`src/hw/rtl/usbs_pkg.sv`:
```
// ----------------------------------------------------------------------------
// usbs_pkg
// Shared types and constants for the UTF-8 byte sanitizer.
// ----------------------------------------------------------------------------
package usbs_pkg;

	localparam logic [7:0] QMARK      = 8'h3F;
	localparam logic [7:0] ASCII_MAX  = 8'h7F;
	localparam logic [7:0] MASK_LEAD2 = 8'hE0;
	localparam logic [7:0] CODE_LEAD2 = 8'hC0;
	localparam logic [7:0] MASK_LEAD3 = 8'hF0;
	localparam logic [7:0] CODE_LEAD3 = 8'hE0;
	localparam logic [7:0] MASK_LEAD4 = 8'hF8;
	localparam logic [7:0] CODE_LEAD4 = 8'hF0;
	localparam logic [7:0] MASK_CONT  = 8'hC0;
	localparam logic [7:0] CODE_CONT  = 8'h80;

	localparam int MAX_RES = 4;
	localparam int HELD_DEPTH = 3;

	// Results caused by one input byte.
	typedef struct packed {
		logic [MAX_RES-1:0][7:0] bytes;
		logic [MAX_RES-1:0]      sub;
		logic [2:0]              count;
		logic                    last;
	} res_grp_t;

	// Sequence tracking state update.
	typedef struct packed {
		logic [2:0] exp_len;
		logic [1:0] held_cnt;
		logic       wr_en;
		logic [1:0] wr_idx;
	} seq_upd_t;

	function automatic logic [2:0] lead_length(input logic [7:0] b);
		if ((b & MASK_LEAD2) == CODE_LEAD2) return 3'd2;
		if ((b & MASK_LEAD3) == CODE_LEAD3) return 3'd3;
		if ((b & MASK_LEAD4) == CODE_LEAD4) return 3'd4;
		return 3'd0;
	endfunction

endpackage

```
`src/hw/rtl/utf8_byte_sanitizer_unit.sv`:
```
// ----------------------------------------------------------------------------
// utf8_byte_sanitizer_unit
// Streaming UTF-8 check: passes well-formed sequences, replaces bad bytes by '?'.
// ----------------------------------------------------------------------------
// Usage:
//  - Input channel (in_valid / in_stall): one raw byte per transfer, in_last
//    on the final byte of a string.
//  - Output channel (out_valid / out_stall): zero to four bytes per input
//    byte. out_run_last flags the last byte caused by an input byte,
//    out_string_end the final byte of a string, out_substituted a '?'.
//  - Path: an input transfer is captured in the input register, decoded from
//    there into the result group register once that register is free, and
//    its first output byte is offered from the result group register.
//  - Throughput: one input byte per cycle while each byte gives at most one
//    result and out_stall stays low; an input byte giving several results
//    holds the input until the single output port has drained the group.
//  - Multi-byte sequences are held (no output) until complete; a sequence
//    cut by a non-continuation byte or by in_last turns into one '?' per
//    held byte.
//  - Reset (arst_n low) empties both registers and drops any pending
//    sequence.
//  - When out_stall is high the current output byte holds; the input
//    register keeps its byte, if any, and in_stall rises until the group drains.
// ----------------------------------------------------------------------------
module utf8_byte_sanitizer_unit import usbs_pkg::*; (
	input  logic       clk,
	input  logic       arst_n,
	input  logic       in_valid,
	output logic       in_stall,
	input  logic [7:0] in_byte,
	input  logic       in_last,
	output logic       out_valid,
	input  logic       out_stall,
	output logic [7:0] out_byte,
	output logic       out_substituted,
	output logic       out_run_last,
	output logic       out_string_end
);

	// input register
	logic       valid_s1;
	logic [7:0] byte_s1;
	logic       last_s1;

	// pending sequence state
	logic [HELD_DEPTH-1:0][7:0] held_q;
	logic [2:0]                 exp_len_q;
	logic [1:0]                 held_cnt_q;

	res_grp_t grp;
	seq_upd_t upd;
	logic     free;
	logic     adv;
	logic     in_xfer;

	// s1 moves on as soon as the result group register is (or becomes) free
	assign adv      = valid_s1 && free;
	assign in_stall = valid_s1 && !free;
	assign in_xfer  = in_valid && !in_stall;

	always_ff @(posedge clk or negedge arst_n) begin
		if (!arst_n) begin
			valid_s1 <= 1'b0;
		end else if (in_xfer) begin
			valid_s1 <= 1'b1;
		end else if (adv) begin
			valid_s1 <= 1'b0;
		end
	end

	always_ff @(posedge clk) begin
		if (in_xfer) begin
			byte_s1 <= in_byte;
			last_s1 <= in_last;
		end
	end

	usbs_decode u_decode (
		.in_byte  (byte_s1),
		.in_last  (last_s1),
		.held     (held_q),
		.exp_len  (exp_len_q),
		.held_cnt (held_cnt_q),
		.grp      (grp),
		.upd      (upd)
	);

	// sequence state commits together with the result group
	always_ff @(posedge clk or negedge arst_n) begin
		if (!arst_n) begin
			exp_len_q  <= 3'd0;
			held_cnt_q <= 2'd0;
		end else if (adv) begin
			exp_len_q  <= upd.exp_len;
			held_cnt_q <= upd.held_cnt;
		end
	end

	// held bytes: only entries written since the last flush are read
	always_ff @(posedge clk) begin
		if (adv && upd.wr_en) held_q[upd.wr_idx] <= byte_s1;
	end

	usbs_out_buf u_out_buf (
		.clk             (clk),
		.arst_n          (arst_n),
		.load            (adv),
		.grp             (grp),
		.free            (free),
		.out_valid       (out_valid),
		.out_stall       (out_stall),
		.out_byte        (out_byte),
		.out_substituted (out_substituted),
		.out_run_last    (out_run_last),
		.out_string_end  (out_string_end)
	);

endmodule

```
`src/hw/rtl/usbs_decode.sv`:
```
// ----------------------------------------------------------------------------
// usbs_decode
// Classifies one byte against the pending sequence; builds its result group.
// ----------------------------------------------------------------------------
module usbs_decode import usbs_pkg::*; (
	input  logic [7:0]                  in_byte,
	input  logic                        in_last,
	input  logic [HELD_DEPTH-1:0][7:0]  held,
	input  logic [2:0]                  exp_len,
	input  logic [1:0]                  held_cnt,
	output res_grp_t                    grp,
	output seq_upd_t                    upd
);

	logic       pend;
	logic       is_cont;
	logic       complete;
	logic       do_fresh;
	logic [2:0] base;
	logic [2:0] len;

	assign pend     = exp_len != 3'd0;
	assign is_cont  = (in_byte & MASK_CONT) == CODE_CONT;
	assign complete = ({1'b0, held_cnt} + 3'd1) >= exp_len;
	assign len      = lead_length(in_byte);

	always_comb begin
		grp          = '0;
		grp.last     = in_last;
		upd.exp_len  = exp_len;
		upd.held_cnt = held_cnt;
		upd.wr_en    = 1'b0;
		upd.wr_idx   = held_cnt;
		do_fresh     = 1'b0;
		base         = 3'd0;

		if (pend && !is_cont) begin
			// broken sequence: one mark per held byte, then start over
			for (int j = 0; j < HELD_DEPTH; j++) begin
				if (j < int'(held_cnt)) begin
					grp.bytes[j] = QMARK;
					grp.sub[j]   = 1'b1;
				end
			end
			base         = {1'b0, held_cnt};
			grp.count    = {1'b0, held_cnt};
			upd.exp_len  = 3'd0;
			upd.held_cnt = 2'd0;
			do_fresh     = 1'b1;
		end else if (pend && complete) begin
			for (int j = 0; j < HELD_DEPTH; j++) begin
				if (j < int'(held_cnt)) grp.bytes[j] = held[j];
			end
			grp.bytes[held_cnt] = in_byte;
			grp.count           = {1'b0, held_cnt} + 3'd1;
			upd.exp_len         = 3'd0;
			upd.held_cnt        = 2'd0;
		end else if (pend) begin
			upd.wr_en    = 1'b1;
			upd.held_cnt = held_cnt + 2'd1;
			if (in_last) begin
				// cut off: mark every held byte including this one
				for (int j = 0; j < MAX_RES; j++) begin
					if (j <= int'(held_cnt)) begin
						grp.bytes[j] = QMARK;
						grp.sub[j]   = 1'b1;
					end
				end
				grp.count    = {1'b0, held_cnt} + 3'd1;
				upd.exp_len  = 3'd0;
				upd.held_cnt = 2'd0;
			end
		end else begin
			do_fresh = 1'b1;
		end

		if (do_fresh) begin
			if (in_byte <= ASCII_MAX) begin
				grp.bytes[base[1:0]] = in_byte;
				grp.count            = base + 3'd1;
			end else if (len != 3'd0) begin
				upd.wr_en  = 1'b1;
				upd.wr_idx = 2'd0;
				if (in_last) begin
					grp.bytes[base[1:0]] = QMARK;
					grp.sub[base[1:0]]   = 1'b1;
					grp.count            = base + 3'd1;
					upd.exp_len          = 3'd0;
					upd.held_cnt         = 2'd0;
				end else begin
					upd.exp_len  = len;
					upd.held_cnt = 2'd1;
				end
			end else begin
				grp.bytes[base[1:0]] = QMARK;
				grp.sub[base[1:0]]   = 1'b1;
				grp.count            = base + 3'd1;
			end
		end
	end

endmodule

```
`src/hw/rtl/usbs_out_buf.sv`:
```
// ----------------------------------------------------------------------------
// usbs_out_buf
// Result group register; hands out its bytes one transfer per cycle while out_stall is low.
// ----------------------------------------------------------------------------
module usbs_out_buf import usbs_pkg::*; (
	input  logic       clk,
	input  logic       arst_n,
	input  logic       load,
	input  res_grp_t   grp,
	output logic       free,
	output logic       out_valid,
	input  logic       out_stall,
	output logic [7:0] out_byte,
	output logic       out_substituted,
	output logic       out_run_last,
	output logic       out_string_end
);

	res_grp_t   grp_s2;
	logic       valid_s2;
	logic [1:0] idx_q;
	logic       take;

	assign out_valid       = valid_s2;
	assign take            = valid_s2 && !out_stall;
	assign out_byte        = grp_s2.bytes[idx_q];
	assign out_substituted = grp_s2.sub[idx_q];
	assign out_run_last    = {1'b0, idx_q} == (grp_s2.count - 3'd1);
	assign out_string_end  = out_run_last && grp_s2.last;
	assign free            = !valid_s2 || (take && out_run_last);

	always_ff @(posedge clk or negedge arst_n) begin
		if (!arst_n) begin
			valid_s2 <= 1'b0;
			idx_q    <= 2'd0;
		end else if (load) begin
			valid_s2 <= grp.count != 3'd0;
			idx_q    <= 2'd0;
		end else if (take) begin
			if (out_run_last) begin
				valid_s2 <= 1'b0;
				idx_q    <= 2'd0;
			end else begin
				idx_q <= idx_q + 2'd1;
			end
		end
	end

	always_ff @(posedge clk) begin
		if (load) grp_s2 <= grp;
	end

endmodule

```
`config.mk`:
```
export PLATFORM = sky130hd
export DESIGN_NAME = utf8_byte_sanitizer_unit
export DESIGN_NICKNAME = d
export VERILOG_FILES = /design/src/hw/rtl/usbs_pkg.sv /design/src/hw/rtl/utf8_byte_sanitizer_unit.sv /design/src/hw/rtl/usbs_decode.sv /design/src/hw/rtl/usbs_out_buf.sv
export SDC_FILE = /design/constraint.sdc
export NUM_CORES = 1
export LEC_CHECK = 0
export BUFFER_PORTS_ARGS = -buffer_cell sky130_fd_sc_hd__buf_2
export CAP_MARGIN = 0
export CELL_PAD_IN_SITES_DETAIL_PLACEMENT = 1
export CELL_PAD_IN_SITES_GLOBAL_PLACEMENT = 1
export CORE_AREA = 2 2 93 95
export CTS_BUF_LIST = sky130_fd_sc_hd__clkbuf_4
export CTS_CLUSTER_SIZE = 14
export DETAILED_ROUTE_END_ITERATION = 10
export DIE_AREA = 0 0 95 97
export GPL_TIMING_DRIVEN = 1
export HOLD_SLACK_MARGIN = 0.02
export PLACE_DENSITY = 0.77
export SYNTH_ARGS = -nofsm -noshare
export SYNTH_HDL_FRONTEND = slang
export SYNTH_SLANG_ARGS = --single-unit
```
`constraint.sdc`:
```
create_clock -name clk -period 3.9 [get_ports clk]
set_clock_uncertainty 0.15 [all_clocks]
set_input_delay 0.39 -clock clk [delete_from_list [all_inputs] [get_ports clk]]
set_output_delay 0.39 -clock clk [all_outputs]
set_load 0.01 [all_outputs]
```
==> results of run 1 <==
==> cell families (layout without fill, tap and decap cells) <==
kind of cell | after synthesis | count (layout) | share of synthesized area [%]
compound gates | 83 | 83 | 15.8
flops | 82 | 82 | 59.7
simple gates | 79 | 79 | 8.87
mux | 18 | 18 | 7.42
buf+inv | 35 | 77 | 3.52
xor+xnor | 3 | 3 | 0.649
fa+ha+maj | 13 | 13 | 4.02
==> area by class of cell <==
cell class              instances  area share [%]
well taps                     105            2.89
clock inverters                 6            1.57
repair buffers                 43            6.34
clock buffers                  10            1.65
multi-input cells             196            32.8
inverters                      18            1.49
flip-flops and latches         82            53.3
==> Yosys cell counts (all sizes together), types with 5 or more instances <==
cell / instances
ha: 13
a21o: 5
nor2: 21
o21ai: 7
nor3: 8
nand2: 28
mux4: 9
edfxtp: 73
a22o: 12
a21oi: 18
mux2: 6
inv: 18
dfrtp: 9
buf: 13
a22oi: 14
nand3: 8
==> worst min-delay path: stages <==
cell and delay (ns):
sky130_fd_sc_hd__buf_2 0.11, sky130_fd_sc_hd__or4b_2 0.12, sky130_fd_sc_hd__a31oi_1 0.08
==> metal layers <==
layer	part of all wire (%)	vias up	routed length (um)
met5	0	-	0
met4	1.4	0	125
met3	3.2	10	287
met2	47	56	4270
met1	49	1304	4420
li1	-	1275	-
==> flip-flops by register name, summed over array words and instances (netlist names) <==
name,flops
u_out_buf.grp_s2,40
held_q,24
byte_s1,8
exp_len_q,3
held_cnt_q,2
u_out_buf.idx_q,2
last_s1,1
u_out_buf.out_valid,1
valid_s1,1
==> power breakdown <==
part           switching, mW  leakage, nW  internal, mW
combinational          0.766        0.854         0.486
sequential             0.147        0.779          1.24
clock                  0.317       0.0740         0.209
==> metrics by stage <==
step	instance area (um2)	setup slack, ns	hold slack (ns)	power, mW	std cells
5_1_grt	4540	0.543	0.123	3.37	460
2_1_floorplan	4050	0.753	-0.0556	2.25	313
6_report	4540	0.770	0.133	3.16	460
4_1_cts	4540	0.823	0.112	3.17	460
3_3_place_gp	4280	0.983	0.109	2.58	433
3_5_place_dp	4280	0.828	0.116	2.64	433
==> repair_timing <==
| item | in CTS | in global routing |
|---|---|---|
| hold buffers | 11 | 0 |
| endpoints found under the hold margin | 19 | 0 |
| gates resized for setup | 0 | 0 |
==> path summary, 6_finish.rpt <==
kind	start	endpoint	slack [ns]	depth (start not counted)
min in group asynchronous	arst_n	valid_s1$_DFFE_PN0P_	0.16	2
min	out_stall	u_out_buf.idx_q[1]$_DFFE_PN0P_	0.13	3
max reg2reg	held_cnt_q[0]$_DFFE_PN0P_	u_out_buf.grp_s2[24]$_DFFE_PP_	0.77	8
min reg2reg	valid_s1$_DFFE_PN0P_	valid_s1$_DFFE_PN0P_	0.43	2
max in group asynchronous	arst_n	exp_len_q[1]$_DFFE_PN0P_	3.24	2
max	held_cnt_q[0]$_DFFE_PN0P_	u_out_buf.grp_s2[24]$_DFFE_PP_	0.77	8
==> run metrics, run 1 <==
syn avg cell area 12.9 um2; Lkg Pwr 1.71 nW; post-synth top area share 54.1%; met3 track demand over resource 4.44%; post-synthesis sequential area ratio 59.7%; areal power density over the cells 696 mW/mm2; area used by sequential logic in the layout 0.00242 mm2; post-CTS setup-driven buffer insertion count 0; initial antenna violation count 0; Critical Path Fanout Max 9; die extent in y 97 um; global-route wire length before repair 15100 um; Buf/Inv on CP 1; boundary pin count 26; biggest area consumer among synthesized cells sky130_fd_sc_hd__edfxtp_1; via count of the routed design 2645; CP cell instances inv_1 -> ha_1 -> ha_1 -> nand2_1 -> o211ai_1 -> nor3_1 -> a211oi_2 -> a22oi_1; commonest non-fill, non-tap cell in the layout sky130_fd_sc_hd__edfxtp_1; # rows 33; maximum resistive drop on vdd 263 uV; Syn Nets 339; Final Util 55.8%; routability congestion estimate 0.881; maximum number of pins on one net before global-route repair 41; Hold Vio Cnt, Final 0; maximum clock frequency 0.320 GHz; HPWL after DPL 6790 um; run status finished, final reports clean; detailed-route DRC error count 0; category of the worst setup path capture point flop; number of filler instances in the final layout 810; maxcap violations 0; growth of design area from synthesis to finish 12.1%; library cell contributing the largest single delay on the critical path sky130_fd_sc_hd__dfrtp_1; DIE AREA 0.00922 mm2; WL final 9100 um; maximum clock insertion buffer count 2; Final setup viols 0; Largest delay share family, worst path compound AO/OA/AOI/OAI gates; distinct cell type count after synthesis 50; worst min-delay path category input port to flop; biggest cell delay along the critical path 0.55 ns; commonest cells after routing, fill and taps aside 73 x sky130_fd_sc_hd__edfxtp_1, 28 x sky130_fd_sc_hd__nand2_1, 25 x sky130_fd_sc_hd__buf_2; most frequent CP cell sky130_fd_sc_hd__ha_1; grt total ovfl 0; H-tree depth reported by CTS 3; final-stage net count 376; crit path launch type flop; multi-input combinational cell area 0.00149 mm2; Core Region 0.00813 mm2; worst slew margin relative to its limit 55.8%; fraction of layout instances using a drive strength above 1 20.0%; Post-Syn Instances 313; starting density of the core 49.8%; count of pins over their slew limit 0; cts bufs inserted 9; CTS Sinks 82; WL per Instance 19.8 um; yosys synthesis warning count 0; Clock Pin Slew Worst Setup and Hold Paths 0.14 ns; number of flops mapped to enable cells by yosys 73; proportion of synthesized flip-flops having asynchronous set or reset 11.0%; total negative slack for setup checks 0 ns; Post-synth top flop sky130_fd_sc_hd__edfxtp_1; via count of the first global-routing pass 2774; iteration-0 DRC count of the detailed router 139; setup repair after global routing missed its margin no; most heavily used metal layer in global routing met2; worst setup path category flop to flop; global-route usage over all layers 22.1%; count of TritonRoute iterations in the first routing pass 4; period utilisation layout 80.2%; number of flip-flops and latches in the synthesized netlist 82; data arrival time at the worst-slack endpoint 3.17 ns; data required time of the worst path 3.94 ns; later-pin clock latency in the skew report 0.45 ns; worst-margin pin slew 0.656 ns; number of buffer cells added on primary ports 25; Final ANT Viol Nets 0; biggest area contributors in the synthesized netlist sky130_fd_sc_hd__edfxtp_1 54%, sky130_fd_sc_hd__dfrtp_1 5.6%, sky130_fd_sc_hd__mux4_2 5.0%, sky130_fd_sc_hd__ha_1 4.0%, sky130_fd_sc_hd__nand2_1 2.6%; CTS root buf sky130_fd_sc_hd__clkbuf_4; CTS tree yes; GR met2 Demand/Resource 33.4%; Period minus WS final 3.13 ns; die outline width 95 um; # diodes 0; average via count per standard cell 5.75; fraction of met1 tracks used by global routing 32.1%; Mapped Area 0.00405 mm2
(Power assumes the default switching activity.)
==> run 2, diff against run 1 <==
--- a/config.mk
+++ b/config.mk
@@ -9,14 +9,14 @@
 export CAP_MARGIN = 0
 export CELL_PAD_IN_SITES_DETAIL_PLACEMENT = 1
 export CELL_PAD_IN_SITES_GLOBAL_PLACEMENT = 1
-export CORE_AREA = 2 2 93 95
+export CORE_AREA = 2 2 96 98
 export CTS_BUF_LIST = sky130_fd_sc_hd__clkbuf_4
 export CTS_CLUSTER_SIZE = 14
 export DETAILED_ROUTE_END_ITERATION = 10
-export DIE_AREA = 0 0 95 97
+export DIE_AREA = 0 0 98 100
 export GPL_TIMING_DRIVEN = 1
 export HOLD_SLACK_MARGIN = 0.02
-export PLACE_DENSITY = 0.77
+export PLACE_DENSITY = 0.75
 export SYNTH_ARGS = -nofsm -noshare
 export SYNTH_HDL_FRONTEND = slang
 export SYNTH_SLANG_ARGS = --single-unit
==> constraint.sdc (replaced) <==
create_clock -name clk -period 2.62 [get_ports clk]
set_clock_uncertainty 0.15 [all_clocks]
set_input_delay 0.262 -clock clk [delete_from_list [all_inputs] [get_ports clk]]
set_output_delay 0.262 -clock clk [all_outputs]
set_load 0.01 [all_outputs]
==> run 2 against run 1 <==
Against the previous run: clock-buffer cell count did not move; die area rose by 6.3%; worst setup slack got worse by 0.69 ns; combinational power rose by 99%; critical endpoint is now held_q[14]$_DFFE_PP_; highest routed layer unchanged.
==> run metrics, run 2 (synthesized netlist as in run 1, its figures left out) <==
number of buffer cells added on primary ports 25; CTS root buf sky130_fd_sc_hd__clkbuf_4; Hold Vio Cnt, Final 0; total chip power 5.26 mW; Core Region 0.00889 mm2; worst-margin pin slew 0.537 ns; count of pins over their slew limit 0; worst min-delay path category input port to async pin; # diodes 0; multi-input combinational cell area 0.00162 mm2; maximum resistive drop on vdd 444 uV; fraction of layout instances using a drive strength above 1 29.8%; worst-case setup margin in the final layout 0.0817 ns; later-pin clock latency in the skew report 0.44 ns; CTS tree yes; average via count per standard cell 5.69; CTS Sinks 82; initial antenna violation count 0; die outline width 98 um; WL final 9960 um; areal power density over the cells 1060 mW/mm2; Critical Path Fanout Max 8; pre-CTS setup slack 0.00771 ns; starting density of the core 45.5%; maximum clock frequency 0.394 GHz; via count of the routed design 2812; category of the worst setup path capture point flop; cts bufs inserted 9; period utilisation layout 96.9%; max reg flops 40; worst setup path category flop to flop; global-route usage over all layers 20.7%; H-tree depth reported by CTS 3; number of filler instances in the final layout 903; Final ANT Viol Nets 0; DIE AREA 0.00980 mm2; Period minus WS final 2.54 ns; setup repair after global routing missed its margin yes; Lkg Pwr 1.90 nW; Clock Pin Slew Worst Setup and Hold Paths 0.13 ns; worst slew margin relative to its limit 64.1%; routability congestion estimate 0.892; area used by sequential logic in the layout 0.00242 mm2; iteration-0 DRC count of the detailed router 185; most flop-heavy register u_out_buf.grp_s2; Final setup viols 0; hold slack final 0.0508 ns; biggest cell delay along the critical path 0.45 ns; cell area after placement 0.00455 mm2; final-stage net count 404; commonest cells after routing, fill and taps aside 73 x sky130_fd_sc_hd__edfxtp_1, 29 x sky130_fd_sc_hd__buf_4, 27 x sky130_fd_sc_hd__nand2_1; boundary pin count 26; data arrival time at the worst-slack endpoint 2.56 ns; # rows 35; Finished Cell Area 0.00499 mm2; largest registers u_out_buf.grp_s2: 40 flops, held_q: 24 flops, byte_s1: 8 flops; detailed-route DRC error count 0; maximum clock insertion buffer count 2; count of TritonRoute iterations in the first routing pass 4; run status finished, final reports clean; global-route wire length before repair 15400 um; crit path launch type flop; die extent in y 100 um; data required time of the worst path 2.64 ns; CP cell instances inv_2 -> ha_4 -> xnor2_4 -> o41ai_4 -> nand2_2 -> bufinv_16 -> nand3_4 -> nor3_4 -> buf_12; WL per Instance 20.2 um; setup slack, reg-to-reg 0.08 ns; maximum number of pins on one net before global-route repair 44; library cell contributing the largest single delay on the critical path sky130_fd_sc_hd__edfxtp_1; commonest non-fill, non-tap cell in the layout sky130_fd_sc_hd__edfxtp_1; via count of the first global-routing pass 2737; grt total ovfl 0; maxcap violations 0; HPWL after DPL 7220 um; growth of design area from synthesis to finish 23.2%
## run 2: cell types whose count changed in the layout (fill, tap and decap cells not counted), moves of 2 or more
cell                      previous run  this run
sky130_fd_sc_hd__buf_12              0         4
sky130_fd_sc_hd__buf_4               7        29
sky130_fd_sc_hd__ha_4                0         2
sky130_fd_sc_hd__nor3_1              8         4
sky130_fd_sc_hd__nand3_1             8         6
sky130_fd_sc_hd__dfrtp_1             9         7
sky130_fd_sc_hd__dfrtp_2             0         2
sky130_fd_sc_hd__nor3_4              0         3
sky130_fd_sc_hd__ha_1               13        11
## run 2: per-layer routing
layer / share of wire, % / vias to the layer above / track usage (%)
met5: 0 / - / 0
li1: - / 1327 / -
met3: 3.3 / 14 / 3.06
met4: 1.7 / 0 / 7.69
met1: 47 / 1403 / 28.7
met2: 48 / 68 / 33.6
## run 2: repair_timing
item,in CTS,in global routing
hold buffers,12,0
setup endpoints to repair,9,46
setup buffers,1,5
gates resized for setup,1,14
pin swaps,2,5
endpoints found under the hold margin,20,0
## run 2: critical path, delay by kind of cell (launching register included)
family	cells	cell delay (ns)
xor gates and xnor gates	1	0.14
buffers and inverters	3	0.48
and+or+nand+nor	3	0.45
AOI/OAI and AO/OA	1	0.40
adders and majority gates	1	0.22
DFF	1	0.45
## run 2: report_power, final
part	total, mW	switching [mW]	internal (mW)
Clock	0.782	0.467	0.314
Sequential	2.00	0.156	1.84
Combinational	2.49	1.39	1.10
Total	5.26	2.01	3.26
## run 2: layout make-up
class,count,share of cell area [%]
inverter,18,1.88
clock inverter,6,1.48
multi-input combinational,196,32.4
timing repair buffer,71,11.4
clock buffer,10,1.51
sequential,82,48.5
tap,111,2.78
## run 2: path summary, 6_finish.rpt
path / startpoint / endpoint / depth (start not counted)
worst max-delay path: u_out_buf.grp_s2[1]$_DFFE_PP_ / held_q[14]$_DFFE_PP_ / 9
worst min-delay path: arst_n / valid_s1$_DFFE_PN0P_ / 2
worst max register to register: u_out_buf.grp_s2[1]$_DFFE_PP_ / held_q[14]$_DFFE_PP_ / 9
worst min register to register: held_cnt_q[1]$_DFFE_PN0P_ / held_cnt_q[1]$_DFFE_PN0P_ / 1
max in group asynchronous: arst_n / held_cnt_q[1]$_DFFE_PN0P_ / 2
min in group clk: in_byte[4] / byte_s1[4]$_DFFE_PP_ / 2
## run 2: through the flow
stage	setup TNS [ns]	std cells	utilization, %
2_1_floorplan	0	313	-
3_3_place_gp	0	460	51.2
3_5_place_dp	0	460	51.2
4_1_cts	0	489	54.3
5_1_grt	-0.0592	494	56.1
6_report	0	494	56.1
==> run 3, diff against run 2 <==
--- a/config.mk
+++ b/config.mk
@@ -9,14 +9,14 @@
 export CAP_MARGIN = 0
 export CELL_PAD_IN_SITES_DETAIL_PLACEMENT = 1
 export CELL_PAD_IN_SITES_GLOBAL_PLACEMENT = 1
-export CORE_AREA = 2 2 96 98
+export CORE_AREA = 2 2 118 120
 export CTS_BUF_LIST = sky130_fd_sc_hd__clkbuf_4
 export CTS_CLUSTER_SIZE = 14
 export DETAILED_ROUTE_END_ITERATION = 10
-export DIE_AREA = 0 0 98 100
+export DIE_AREA = 0 0 120 122
 export GPL_TIMING_DRIVEN = 1
 export HOLD_SLACK_MARGIN = 0.02
-export PLACE_DENSITY = 0.75
+export PLACE_DENSITY = 0.53
 export SYNTH_ARGS = -nofsm -noshare
 export SYNTH_HDL_FRONTEND = slang
 export SYNTH_SLANG_ARGS = --single-unit
==> run 3 against run 2 <==
Against the previous run: non-clock buffer count grew 6; first-iteration DRC count up 13%; global-route usage decreased by 6.1 points; combinational power grew 2%; worst setup slack better by 0.031 ns; utilization is 18 points lower; critical path type unchanged; largest cell class unchanged.
==> run metrics, run 3 (synthesized netlist as in run 1, its figures left out) <==
run status finished, final reports clean; global-route usage over all layers 14.6%; areal power density over the cells 1020 mW/mm2; worst slew margin relative to its limit 65.6%; cts bufs inserted 9; WL final 10200 um; worst-margin pin slew 0.513 ns; CTS tree yes; total chip power 5.19 mW; worst setup path category flop to flop; Critical Path Fanout Max 8; category of the worst setup path capture point flop; commonest non-fill, non-tap cell in the layout sky130_fd_sc_hd__edfxtp_1; average via count per standard cell 4.82; iteration-0 DRC count of the detailed router 209; Final setup viols 0; most flop-heavy register u_out_buf.grp_s2; multi-input combinational cell area 0.00160 mm2; initial antenna violation count 0; die outline width 120 um; via count of the routed design 2742; Lkg Pwr 1.92 nW; later-pin clock latency in the skew report 0.44 ns; die extent in y 122 um; boundary pin count 26; commonest cells after routing, fill and taps aside 73 x sky130_fd_sc_hd__edfxtp_1, 34 x sky130_fd_sc_hd__buf_4, 27 x sky130_fd_sc_hd__nand2_1; H-tree depth reported by CTS 3; CTS Sinks 82; global-route wire length before repair 16300 um; detailed-route DRC error count 0; maximum resistive drop on vdd 226 uV; Final Util 37.7%; DIE AREA 0.0146 mm2; Hold Vio Cnt, Final 0; Clock Pin Slew Worst Setup and Hold Paths 0.12 ns; maxcap violations 0; WL per Instance 17.9 um; number of filler instances in the final layout 1441; grt total ovfl 0; # rows 43; # diodes 0; CTS root buf sky130_fd_sc_hd__clkbuf_4; max reg flops 40; maximum clock insertion buffer count 2; worst-case setup margin in the final layout 0.113 ns; Final ANT Viol Nets 0; maximum clock frequency 0.399 GHz; starting density of the core 30.0%; count of TritonRoute iterations in the first routing pass 4; hold slack final 0.0532 ns; routability congestion estimate 0.840; number of buffer cells added on primary ports 25; via count of the first global-routing pass 2900; fraction of layout instances using a drive strength above 1 30.3%; data arrival time at the worst-slack endpoint 2.53 ns; growth of design area from synthesis to finish 25.8%; HPWL after DPL 7580 um; data required time of the worst path 2.64 ns; Core Region 0.0135 mm2; worst min-delay path category input port to async pin; maximum number of pins on one net before global-route repair 44; crit path launch type flop; pre-CTS setup slack -0.000131 ns; largest registers u_out_buf.grp_s2: 40 flops, held_q: 24 flops, byte_s1: 8 flops; Period minus WS final 2.51 ns; area used by sequential logic in the layout 0.00242 mm2; count of pins over their slew limit 0; final-stage net count 410; period utilisation layout 95.7%
==> run 3: cell types whose count changed in the layout (fill, tap and decap cells not counted), sizes merged <==
cell,previous run,this run
bufinv,2,1
buf,59,64
inv,20,18
clkbuf,10,13
clkinv,0,1
==> run 3: worst paths after layout <==
| path | cells past startpoint | end | startpoint | slack [ns] |
|---|---|---|---|---|
| max reg2reg | 9 | held_q[15]$_DFFE_PP_ | u_out_buf.grp_s2[1]$_DFFE_PP_ | 0.11 |
| max | 9 | held_q[15]$_DFFE_PP_ | u_out_buf.grp_s2[1]$_DFFE_PP_ | 0.11 |
| max in group asynchronous | 2 | held_cnt_q[0]$_DFFE_PN0P_ | arst_n | 2.06 |
| min in group clk | 2 | byte_s1[0]$_DFFE_PP_ | in_byte[0] | 0.37 |
| min reg2reg | 1 | held_cnt_q[0]$_DFFE_PN0P_ | held_cnt_q[0]$_DFFE_PN0P_ | 0.41 |
| min | 2 | exp_len_q[2]$_DFFE_PN0P_ | arst_n | 0.05 |
==> run 3: timing repair <==
action | 4_1_cts | 5_1_grt
hold buffers | 12 | 0
gates resized for setup | 0 | 13
pin swaps | 2 | 5
setup buffers | 1 | 6
gates cloned | 0 | 1
setup endpoints to repair | 11 | 51
endpoints found under the hold margin | 20 | 0
==> run 3: area by class of cell <==
cell class	count	area share [%]
Inverter	18	1.84
Clock buffer	12	1.77
Tap cell	180	4.42
Multi-Input combinational cell	196	31.5
Sequential cell	82	47.5
Clock inverter	4	0.540
Timing Repair Buffer	77	12.4
==> run 3: worst max-delay path, stage by stage (launching register included) <==
cell	delay (ns)
sky130_fd_sc_hd__edfxtp_1	0.40
sky130_fd_sc_hd__inv_1	0.11
sky130_fd_sc_hd__ha_4	0.21
sky130_fd_sc_hd__xnor2_2	0.15
sky130_fd_sc_hd__o41ai_4	0.42
sky130_fd_sc_hd__nand2_2	0.13
sky130_fd_sc_hd__bufinv_16	0.22
sky130_fd_sc_hd__nand3_4	0.09
sky130_fd_sc_hd__nor3_4	0.22
sky130_fd_sc_hd__buf_12	0.15
==> run 3: per-layer routing <==
layer / up-vias / share of wire (%) / wire length, um / track usage (%)
met3: 12 / 2.2 / 221 / 1.87
met1: 1342 / 50 / 5120 / 20.8
li1: 1344 / - / - / -
met5: - / 0 / 0 / 0
met4: 0 / 1.5 / 155 / 5.59
met2: 44 / 46 / 4680 / 22.8
==> run 3: report_power, final <==
part           internal, mW  leakage, nW  switching, mW  total (mW)
logic                  1.14         1.08           1.41        2.55
registers              1.84        0.776          0.132        1.97
clock network         0.228       0.0616          0.438       0.666
total                  3.21         1.92           1.98        5.19
==> run 3: metrics by stage <==
stage / instances / area [um2] / setup TNS, ns
after floorplan: 313 / 4120 / 0
after global placement: 533 / 4680 / 0
after detailed placement: 533 / 4680 / -0.000326
after CTS: 562 / 4920 / 0
after global routing: 569 / 5090 / -0.0991
final: 569 / 5090 / 0
